File: src/design/dmm_pkg.sv
// ----------------------------------------------------------------------------
// dmm_pkg
// Shared widths, operation codes and register indexes for the dense matrix
// multiply block.
// ----------------------------------------------------------------------------
package dmm_pkg;

    localparam int OP_W      = 2;
    localparam int POS_W     = 3;
    localparam int ELEM_W    = 16;
    localparam int PROD_W    = 2 * ELEM_W;
    localparam int VALUE_W   = 35;
    localparam int CFG_W     = 4;
    localparam int CFG_IDX_W = 2;

    typedef logic [OP_W-1:0]      op_t;
    typedef logic [CFG_IDX_W-1:0] cfg_idx_t;

    localparam op_t OP_WRITE_A = 2'd0;
    localparam op_t OP_WRITE_B = 2'd1;
    localparam op_t OP_RUN     = 2'd2;

    localparam cfg_idx_t REG_ROWS_M  = 2'd0;
    localparam cfg_idx_t REG_COLS_N  = 2'd1;
    localparam cfg_idx_t REG_INNER_K = 2'd2;

    localparam logic [CFG_W-1:0] DIM_RESET = 4'd8;

endpackage

File: src/design/dense_matrix_multiply_top.sv
// ----------------------------------------------------------------------------
// dense_matrix_multiply_top
// C = A * B on signed Q8.8 elements with one shared multiply-accumulate unit.
// ----------------------------------------------------------------------------
// Usage:
//   Input channel (s_*): each transaction is either a load of one element of
//   A or B at (s_row, s_col), or a run. A load with an index not below
//   MAX_DIM is dropped. Op code 3 is dropped too.
//   A run walks C in row-major order and presents each element on the result
//   channel (m_*), with m_last on the final one. s_ready is low from the run
//   until the last result has been taken.
//   Each result element is formed on the single MAC with one read of both
//   stores per product; the registered read and product stages then drain
//   and the sum settles before the element is shown. A stalled receiver
//   simply holds the sequencer on the current element.
//   Dimensions are sampled at the start of a run; values above MAX_DIM count
//   as MAX_DIM, and a zero row or column count gives a run with no results.
//   Reset sets all three dimensions to 8 and empties the pipeline; the
//   element stores are not cleared and must be loaded before use.
// ----------------------------------------------------------------------------
module dense_matrix_multiply_top
    import dmm_pkg::*;
#(
    parameter int MAX_DIM = 8
) (
    input  logic                      aclk,
    input  logic                      aresetn,
    input  logic                      cfg_wr_en,
    input  logic [CFG_IDX_W-1:0]      cfg_addr,
    input  logic [CFG_W-1:0]          cfg_wr_data,
    input  logic                      s_valid,
    output logic                      s_ready,
    input  logic [OP_W-1:0]           s_op,
    input  logic [POS_W-1:0]          s_row,
    input  logic [POS_W-1:0]          s_col,
    input  logic signed [ELEM_W-1:0]  s_elem_value,
    output logic                      m_valid,
    input  logic                      m_ready,
    output logic [POS_W-1:0]          m_out_row,
    output logic [POS_W-1:0]          m_out_col,
    output logic signed [VALUE_W-1:0] m_out_value,
    output logic                      m_last
);

    localparam int DEPTH  = MAX_DIM * MAX_DIM;
    localparam int ADDR_W = $clog2(DEPTH);
    localparam int CNT_W  = $clog2(MAX_DIM + 1);
    localparam logic [CFG_W-1:0] MAX_DIM_CFG = CFG_W'(MAX_DIM);

    localparam logic [1:0] ST_IDLE = 2'd0;
    localparam logic [1:0] ST_CALC = 2'd1;
    localparam logic [1:0] ST_OUT  = 2'd2;

    function automatic logic [CNT_W-1:0] dim_clamp(input logic [CFG_W-1:0] v);
        logic [CFG_W-1:0] c;
        c = (v > MAX_DIM_CFG) ? MAX_DIM_CFG : v;
        return CNT_W'(c);
    endfunction

    logic [CFG_W-1:0] rows_m_reg, cols_n_reg, inner_k_reg;
    logic [1:0]       state_reg, state_next;
    logic [CNT_W-1:0] m_reg, m_next, n_reg, n_next, k_reg, k_next;
    logic [CNT_W-1:0] i_reg, i_next, j_reg, j_next, p_reg, p_next;
    logic             rd_vld_reg, rd_vld_next, prod_vld_reg;
    logic signed [PROD_W-1:0]  prod_reg;
    logic signed [VALUE_W-1:0] acc_reg, acc_next;

    logic              s_fire, m_fire, in_range, issue, last_elem, row_end;
    logic              a_we, b_we;
    logic [ADDR_W-1:0] wr_addr, a_raddr, b_raddr;
    logic [ELEM_W-1:0] a_rdata, b_rdata;

    assign s_fire   = s_valid && s_ready;
    assign m_fire   = m_valid && m_ready;
    assign in_range = (32'(s_row) < MAX_DIM) && (32'(s_col) < MAX_DIM);
    assign wr_addr  = ADDR_W'(32'(s_row) * MAX_DIM + 32'(s_col));
    assign a_we     = s_fire && (s_op == OP_WRITE_A) && in_range;
    assign b_we     = s_fire && (s_op == OP_WRITE_B) && in_range;

    assign issue   = (state_reg == ST_CALC) && (p_reg != k_reg);
    assign a_raddr = ADDR_W'(32'(i_reg) * MAX_DIM + 32'(p_reg));
    assign b_raddr = ADDR_W'(32'(p_reg) * MAX_DIM + 32'(j_reg));

    assign row_end   = (CNT_W'(j_reg + 1'b1) == n_reg);
    assign last_elem = row_end && (CNT_W'(i_reg + 1'b1) == m_reg);

    dmm_ram #(.WIDTH(ELEM_W), .DEPTH(DEPTH)) u_a_store (
        .aclk    (aclk),
        .wr_en   (a_we),
        .wr_addr (wr_addr),
        .wr_data (s_elem_value),
        .rd_addr (a_raddr),
        .rd_data (a_rdata)
    );

    dmm_ram #(.WIDTH(ELEM_W), .DEPTH(DEPTH)) u_b_store (
        .aclk    (aclk),
        .wr_en   (b_we),
        .wr_addr (wr_addr),
        .wr_data (s_elem_value),
        .rd_addr (b_raddr),
        .rd_data (b_rdata)
    );

    // Dimension registers
    always_ff @(posedge aclk) begin
        if (!aresetn) begin
            rows_m_reg  <= DIM_RESET;
            cols_n_reg  <= DIM_RESET;
            inner_k_reg <= DIM_RESET;
        end else if (cfg_wr_en) begin
            unique case (cfg_addr)
                REG_ROWS_M:  rows_m_reg  <= cfg_wr_data;
                REG_COLS_N:  cols_n_reg  <= cfg_wr_data;
                REG_INNER_K: inner_k_reg <= cfg_wr_data;
                default: ;
            endcase
        end
    end

    // Sequencer
    always_comb begin
        state_next  = state_reg;
        m_next      = m_reg;
        n_next      = n_reg;
        k_next      = k_reg;
        i_next      = i_reg;
        j_next      = j_reg;
        p_next      = p_reg;
        acc_next    = acc_reg;
        rd_vld_next = issue;
        if (prod_vld_reg) begin
            acc_next = acc_reg + VALUE_W'(prod_reg);
        end
        unique case (state_reg)
            ST_IDLE: begin
                if (s_fire && (s_op == OP_RUN)) begin
                    m_next   = dim_clamp(rows_m_reg);
                    n_next   = dim_clamp(cols_n_reg);
                    k_next   = dim_clamp(inner_k_reg);
                    i_next   = '0;
                    j_next   = '0;
                    p_next   = '0;
                    acc_next = '0;
                    if ((rows_m_reg != '0) && (cols_n_reg != '0)) begin
                        state_next = ST_CALC;
                    end
                end
            end
            ST_CALC: begin
                if (issue) begin
                    p_next = CNT_W'(p_reg + 1'b1);
                end else if (!rd_vld_reg && !prod_vld_reg) begin
                    state_next = ST_OUT;
                end
            end
            ST_OUT: begin
                if (m_fire) begin
                    p_next   = '0;
                    acc_next = '0;
                    if (last_elem) begin
                        state_next = ST_IDLE;
                    end else begin
                        state_next = ST_CALC;
                        if (row_end) begin
                            j_next = '0;
                            i_next = CNT_W'(i_reg + 1'b1);
                        end else begin
                            j_next = CNT_W'(j_reg + 1'b1);
                        end
                    end
                end
            end
            default: state_next = ST_IDLE;
        endcase
    end

    always_ff @(posedge aclk) begin
        if (!aresetn) begin
            state_reg    <= ST_IDLE;
            rd_vld_reg   <= 1'b0;
            prod_vld_reg <= 1'b0;
        end else begin
            state_reg    <= state_next;
            rd_vld_reg   <= rd_vld_next;
            prod_vld_reg <= rd_vld_reg;
        end
    end

    always_ff @(posedge aclk) begin
        m_reg    <= m_next;
        n_reg    <= n_next;
        k_reg    <= k_next;
        i_reg    <= i_next;
        j_reg    <= j_next;
        p_reg    <= p_next;
        acc_reg  <= acc_next;
        prod_reg <= $signed(a_rdata) * $signed(b_rdata);
    end

    assign s_ready     = (state_reg == ST_IDLE);
    assign m_valid     = (state_reg == ST_OUT);
    assign m_out_row   = POS_W'(i_reg);
    assign m_out_col   = POS_W'(j_reg);
    assign m_out_value = acc_reg;
    assign m_last      = last_elem;

`ifndef ASSERT_OFF
    a_no_overlap: assert property (@(posedge aclk) disable iff (!aresetn)
        !(s_ready && m_valid))
        else $error("input taken while a result is pending");

    a_drained: assert property (@(posedge aclk) disable iff (!aresetn)
        m_valid |-> (!rd_vld_reg && !prod_vld_reg && (p_reg == k_reg)))
        else $error("result shown before the MAC pipeline drained");

    a_last_ends_run: assert property (@(posedge aclk) disable iff (!aresetn)
        (m_valid && m_ready && m_last) |=> s_ready)
        else $error("sequencer did not return to idle after last result");

    a_mid_run_busy: assert property (@(posedge aclk) disable iff (!aresetn)
        (m_valid && m_ready && !m_last) |=> (!s_ready && !m_valid))
        else $error("sequencer skipped the next element");
`endif

endmodule

File: src/design/dmm_ram.sv
// ----------------------------------------------------------------------------
// dmm_ram
// Generic single-write, single-read RAM with registered read data.
// ----------------------------------------------------------------------------
module dmm_ram #(
    parameter int WIDTH = 16,
    parameter int DEPTH = 64
) (
    input  logic                     aclk,
    input  logic                     wr_en,
    input  logic [$clog2(DEPTH)-1:0] wr_addr,
    input  logic [WIDTH-1:0]         wr_data,
    input  logic [$clog2(DEPTH)-1:0] rd_addr,
    output logic [WIDTH-1:0]         rd_data
);

    logic [WIDTH-1:0] mem [DEPTH];
    logic [WIDTH-1:0] rd_data_reg;

    always_ff @(posedge aclk) begin
        if (wr_en) begin
            mem[wr_addr] <= wr_data;
        end
        rd_data_reg <= mem[rd_addr];
    end

    assign rd_data = rd_data_reg;

endmodule

File: config.mk
export PLATFORM = sky130hd
export DESIGN_NAME = dense_matrix_multiply_top
export DESIGN_NICKNAME = d
export VERILOG_FILES = /design/src/design/dmm_pkg.sv /design/src/design/dense_matrix_multiply_top.sv /design/src/design/dmm_ram.sv
export SDC_FILE = /design/constraint.sdc
export NUM_CORES = 2
export LEC_CHECK = 0
export ABC_AREA = 1
export BUFFER_PORTS_ARGS = -buffer_cell sky130_fd_sc_hd__buf_2
export CORE_UTILIZATION = 30
export CTS_CLUSTER_SIZE = 24
export DETAILED_ROUTE_END_ITERATION = 10
export MAX_ROUTING_LAYER = met4
export PLACE_DENSITY = 0.48
export SYNTH_ARGS = -nofsm -noshare
export SYNTH_HDL_FRONTEND = slang
export SYNTH_SLANG_ARGS = --single-unit
File: constraint.sdc
create_clock -name aclk -period 5.1 [get_ports aclk]
set_input_delay 0.765 -clock aclk [delete_from_list [all_inputs] [get_ports aclk]]
set_output_delay 0.765 -clock aclk [all_outputs]
set_load 0.01 [all_outputs]
==> load_flow_metrics.sql <==
INSERT INTO impl_metrics (metric_group, metric, value, unit) VALUES
('outcome', 'run_status', 'complete, but fails checks', ''),
('outcome', 'violations', 'setup timing', ''),
('clocking', 'cts_tree', 'yes', ''),
('layout', 'finalNetCount', '8986', ''),
('clocking', 'cts_inserted_buffers', '237', ''),
('logic_synthesis', 'synthesis.area_per_instance', '11.8', 'sq um'),
('global_route', 'grt_use_met1', '24.1', '%'),
('worst_setup_path', 'setup.worst_path.start', 'u_a_store.rd_data[15]$_DFF_P_', ''),
('routing', 'drt_wl_total', '299000', 'microns'),
('logic_synthesis', 'syn-cell-area', '0.0981', 'sq mm'),
('placement', 'placed_cells_incl_taps', '12600', ''),
('logic_synthesis', 'synthesis.nets', '8725', ''),
('clocking', 'cts.sinks', '2187', ''),
('layout', 'drive_above_1_share', '13.1', '%'),
('timing', 'finalSetupViolCount', '17', ''),
('global_route', 'number_of_global_route_vias_before_repair', '64400', ''),
('logic_synthesis', 'synth_cell_type_count', '41', ''),
('timing', 'final_min_period_over_clock_period', '103', '%'),
('global_route', 'grt_first_pass_wirelength', '438000', 'microns'),
('logic_synthesis', 'number_of_synthesized_flops_with_an_enable_pin', '2072', ''),
('placement', 'post-dp-hpwl', '182000', 'microns'),
('placement', 'numPortBuffers', '78', ''),
('logic_synthesis', 'ys_seq_elements', '2187', ''),
('timing', 'layout_min_cycle_time', '5260', 'ps'),
('routing', 'drtIter0Drc', '5419', ''),
('timing', 'worst_pin_slew', '1340', 'ps'),
('worst_setup_path', 'critPathLaunchType', 'register', ''),
('placement', 'gp_congestion', '0.864', ''),
('worst_setup_path', 'critPathRequiredTime', '5840', 'ps'),
('logic_synthesis', 'ys_dominant_reg_cell', 'edfxtp_1', ''),
('timing', 'clock.fmax', '190', 'MHz'),
('clocking', 'ctsHtreeMaxLevel', '4', ''),
('global_route', 'grt_util_met3', '2.14', '%'),
('timing', 'unrepaired_setup_endpoints_after_global_routing', 'true', ''),
('global_route', 'use_met2', '29.8', '%'),
('timing', 'worst_clock_skew', '65.7', 'ps'),
('worst_setup_path', 'timing.critical_path.arrival', '6010', 'ps'),
('die', 'core_region_area', '0.325', 'sq mm'),
('routing', 'count_of_antenna_violating_nets_left_after_detailed_routing', '0', ''),
('die', 'io-pin-count', '79', ''),
('global_route', 'antenna_found_initial', '22', ''),
('routing', 'route.vias.total', '64700', ''),
('layout', 'mostFrequentLayoutCells', '2072 x edfxtp_1, 1145 x nand2_1, 1003 x nor2_1', ''),
('global_route', 'grt_util_all_layers', '18.2', '%'),
('layout', 'flow.area_growth_from_synthesis', '16.6', '%'),
('clocking', 'clk-insertion-delay-late', '910', 'ps'),
('worst_setup_path', 'setup.worst_path.class', 'register to register', ''),
('timing', 'number_of_slew_limit_violations_in_the_final_report', '0', ''),
('routing', 'routed_wire_length_per_instance', '22.8', 'microns'),
('placement', 'detailed_place.area', '0.106', 'sq mm'),
('worst_setup_path', 'rr_endpoint', 'prod_reg[22]$_DFF_P_', ''),
('layout', 'layout.cell_area.non_filler', '0.114', 'sq mm'),
('worst_setup_path', 'worstSetupEndpoint', 'prod_reg[22]$_DFF_P_', ''),
('timing', 'final_hold_viol_count', '0', ''),
('job', 'max-cap-violations', '0', ''),
('hold_path', 'holdCritPathClass', 'primary input to register', ''),
('timing', 'slew-limit-headroom', '10.3', '%'),
('logic_synthesis', 'synth_seq_area_share', '65.7', '%'),
('routing', 'post-route-drc-count', '0', ''),
('logic_synthesis', 'synth_cells', '8304', ''),
('die', 'start_util', '30.2', '%'),
('timing', 'final.setup.worst_slack', '-165', 'ps'),
('worst_setup_path', 'reg2reg_slack', '-160', 'ps'),
('layout', 'final_common_cell', 'edfxtp_1', ''),
('clocking', 'clock_tree.root_cell', 'clkbuf_16', ''),
('die', 'die-area', '0.329', 'sq mm'),
('logic_synthesis', 'post_synthesis_async_set_or_reset_flop_share', '0', '%'),
('global_route', 'grt_busiest_layer', 'met2', ''),
('clocking', 'max-clock-path-buffers', '4', ''),
('global_route', 'grt_overflow', '0', ''),
('worst_setup_path', 'crit-reg2reg-launch', 'u_a_store.rd_data[15]$_DFF_P_', '');
[stage by stage]
step | hold WS, ps | setup slack [ps] | setup TNS (ps)
3_5_place_dp | 407 | -442 | -6720
5_1_grt | 156 | -370 | -5240
4_1_cts | 98.1 | -202 | -1700
2_1_floorplan | 404 | 1.66 | 0
3_3_place_gp | 407 | -440 | -7270
6_report | 165 | -165 | -1490
[how the worst min path moves through the flow]
stage               cells past startpoint             startpoint                         end
global placement                        2  rd_vld_reg$_SDFF_PN0_     prod_vld_reg$_SDFF_PN0_
global route                            3         cfg_wr_data[3]  rows_m_reg[3]$_SDFFE_PN1P_
finish                                  3         cfg_wr_data[3]  rows_m_reg[3]$_SDFFE_PN1P_
detailed placement                      2  rd_vld_reg$_SDFF_PN0_     prod_vld_reg$_SDFF_PN0_
floorplan                               2  rd_vld_reg$_SDFF_PN0_     prod_vld_reg$_SDFF_PN0_
CTS                                     3         cfg_wr_data[3]  rows_m_reg[3]$_SDFFE_PN1P_
[synthesized netlist by cell type (4+ instances only)]
| library cell | instances |
|---|---|
| buf_6 | 21 |
| inv_2 | 4 |
| fa_1 | 263 |
| inv_1 | 632 |
| nand3_1 | 145 |
| nor4_1 | 8 |
| nand4_1 | 16 |
| o211ai_1 | 112 |
| a211oi_1 | 9 |
| o22ai_1 | 369 |
| o31ai_1 | 32 |
| mux2i_1 | 128 |
| a21o_1 | 5 |
| o21bai_1 | 25 |
| o21ai_0 | 994 |
| nand2_1 | 1183 |
| o21ai_1 | 41 |
| dfxtp_1 | 115 |
| xnor2_1 | 34 |
| a21oi_1 | 330 |
| ha_1 | 123 |
| buf_2 | 104 |
| nor2_1 | 1079 |
| nor3_1 | 26 |
| clkbuf_1 | 297 |
| edfxtp_1 | 2072 |
| or2_2 | 13 |
| xor2_1 | 27 |
| buf_4 | 58 |
| buf_1 | 22 |
[layer usage]
metal,vias to the layer above,wire length [microns]
met4,0,7510
met2,1846,143000
met3,361,16300
met1,32800,132000
met5,-,0
li1,29700,-
[cell families (layout without fill, tap and decap cells)]
| kind of cell | count (synthesis) | count (layout) | synth area share (%) |
|---|---|---|---|
| XOR/XNOR | 61 | 61 | 0.544 |
| buffers and inverters | 1142 | 1595 | 4.91 |
| AND/OR/NAND/NOR | 2474 | 2474 | 9.79 |
| other | 0 | 11 | 0 |
| multiplexers | 128 | 128 | 1.31 |
| adder cells (fa/ha/maj) | 386 | 386 | 6.93 |
| AO/OA/AOI/OAI | 1926 | 1926 | 10.8 |
| flip-flops | 2187 | 2187 | 65.7 |
[layout make-up]
| cell class | instances | area, sq um |
|---|---|---|
| Inverter | 637 | 2430 |
| Clock inverter | 138 | 1240 |
| Antenna cell | 11 | 27.5 |
| Tap cell | 4325 | 5410 |
| Sequential cell | 2187 | 64600 |
| Fill cell | 31900 | 210000 |
| Timing Repair Buffer | 527 | 4540 |
| Clock buffer | 293 | 6220 |
| Multi-Input combinational cell | 4975 | 30000 |
[worst max-delay path: stages, from the launching register on]
cell,delay (ps)
dfxtp_4,420
nand2_2,80
inv_2,70
fa_2,470
buf_6,150
buf_4,140
fa_2,540
fa_2,440
fa_1,480
fa_1,490
inv_1,50
fa_1,470
inv_1,70
ha_4,260
buf_4,140
a21oi_4,160
o21ai_1,100
a31oi_2,220
nand3_4,130
buf_4,150
xor2_1,140
[what timing repair did]
action	CTS	global route
hold endpoints to repair	0	0
buffers inserted	25	15
pin swaps	83	74
hold buffers	0	0
endpoints found under the setup margin	20	21
cloned	1	0
resized for setup	200	88
Power is left out: the tool's default activity adds up to more than one toggle a clock period on the data nets, which glitch-free logic cannot reach.
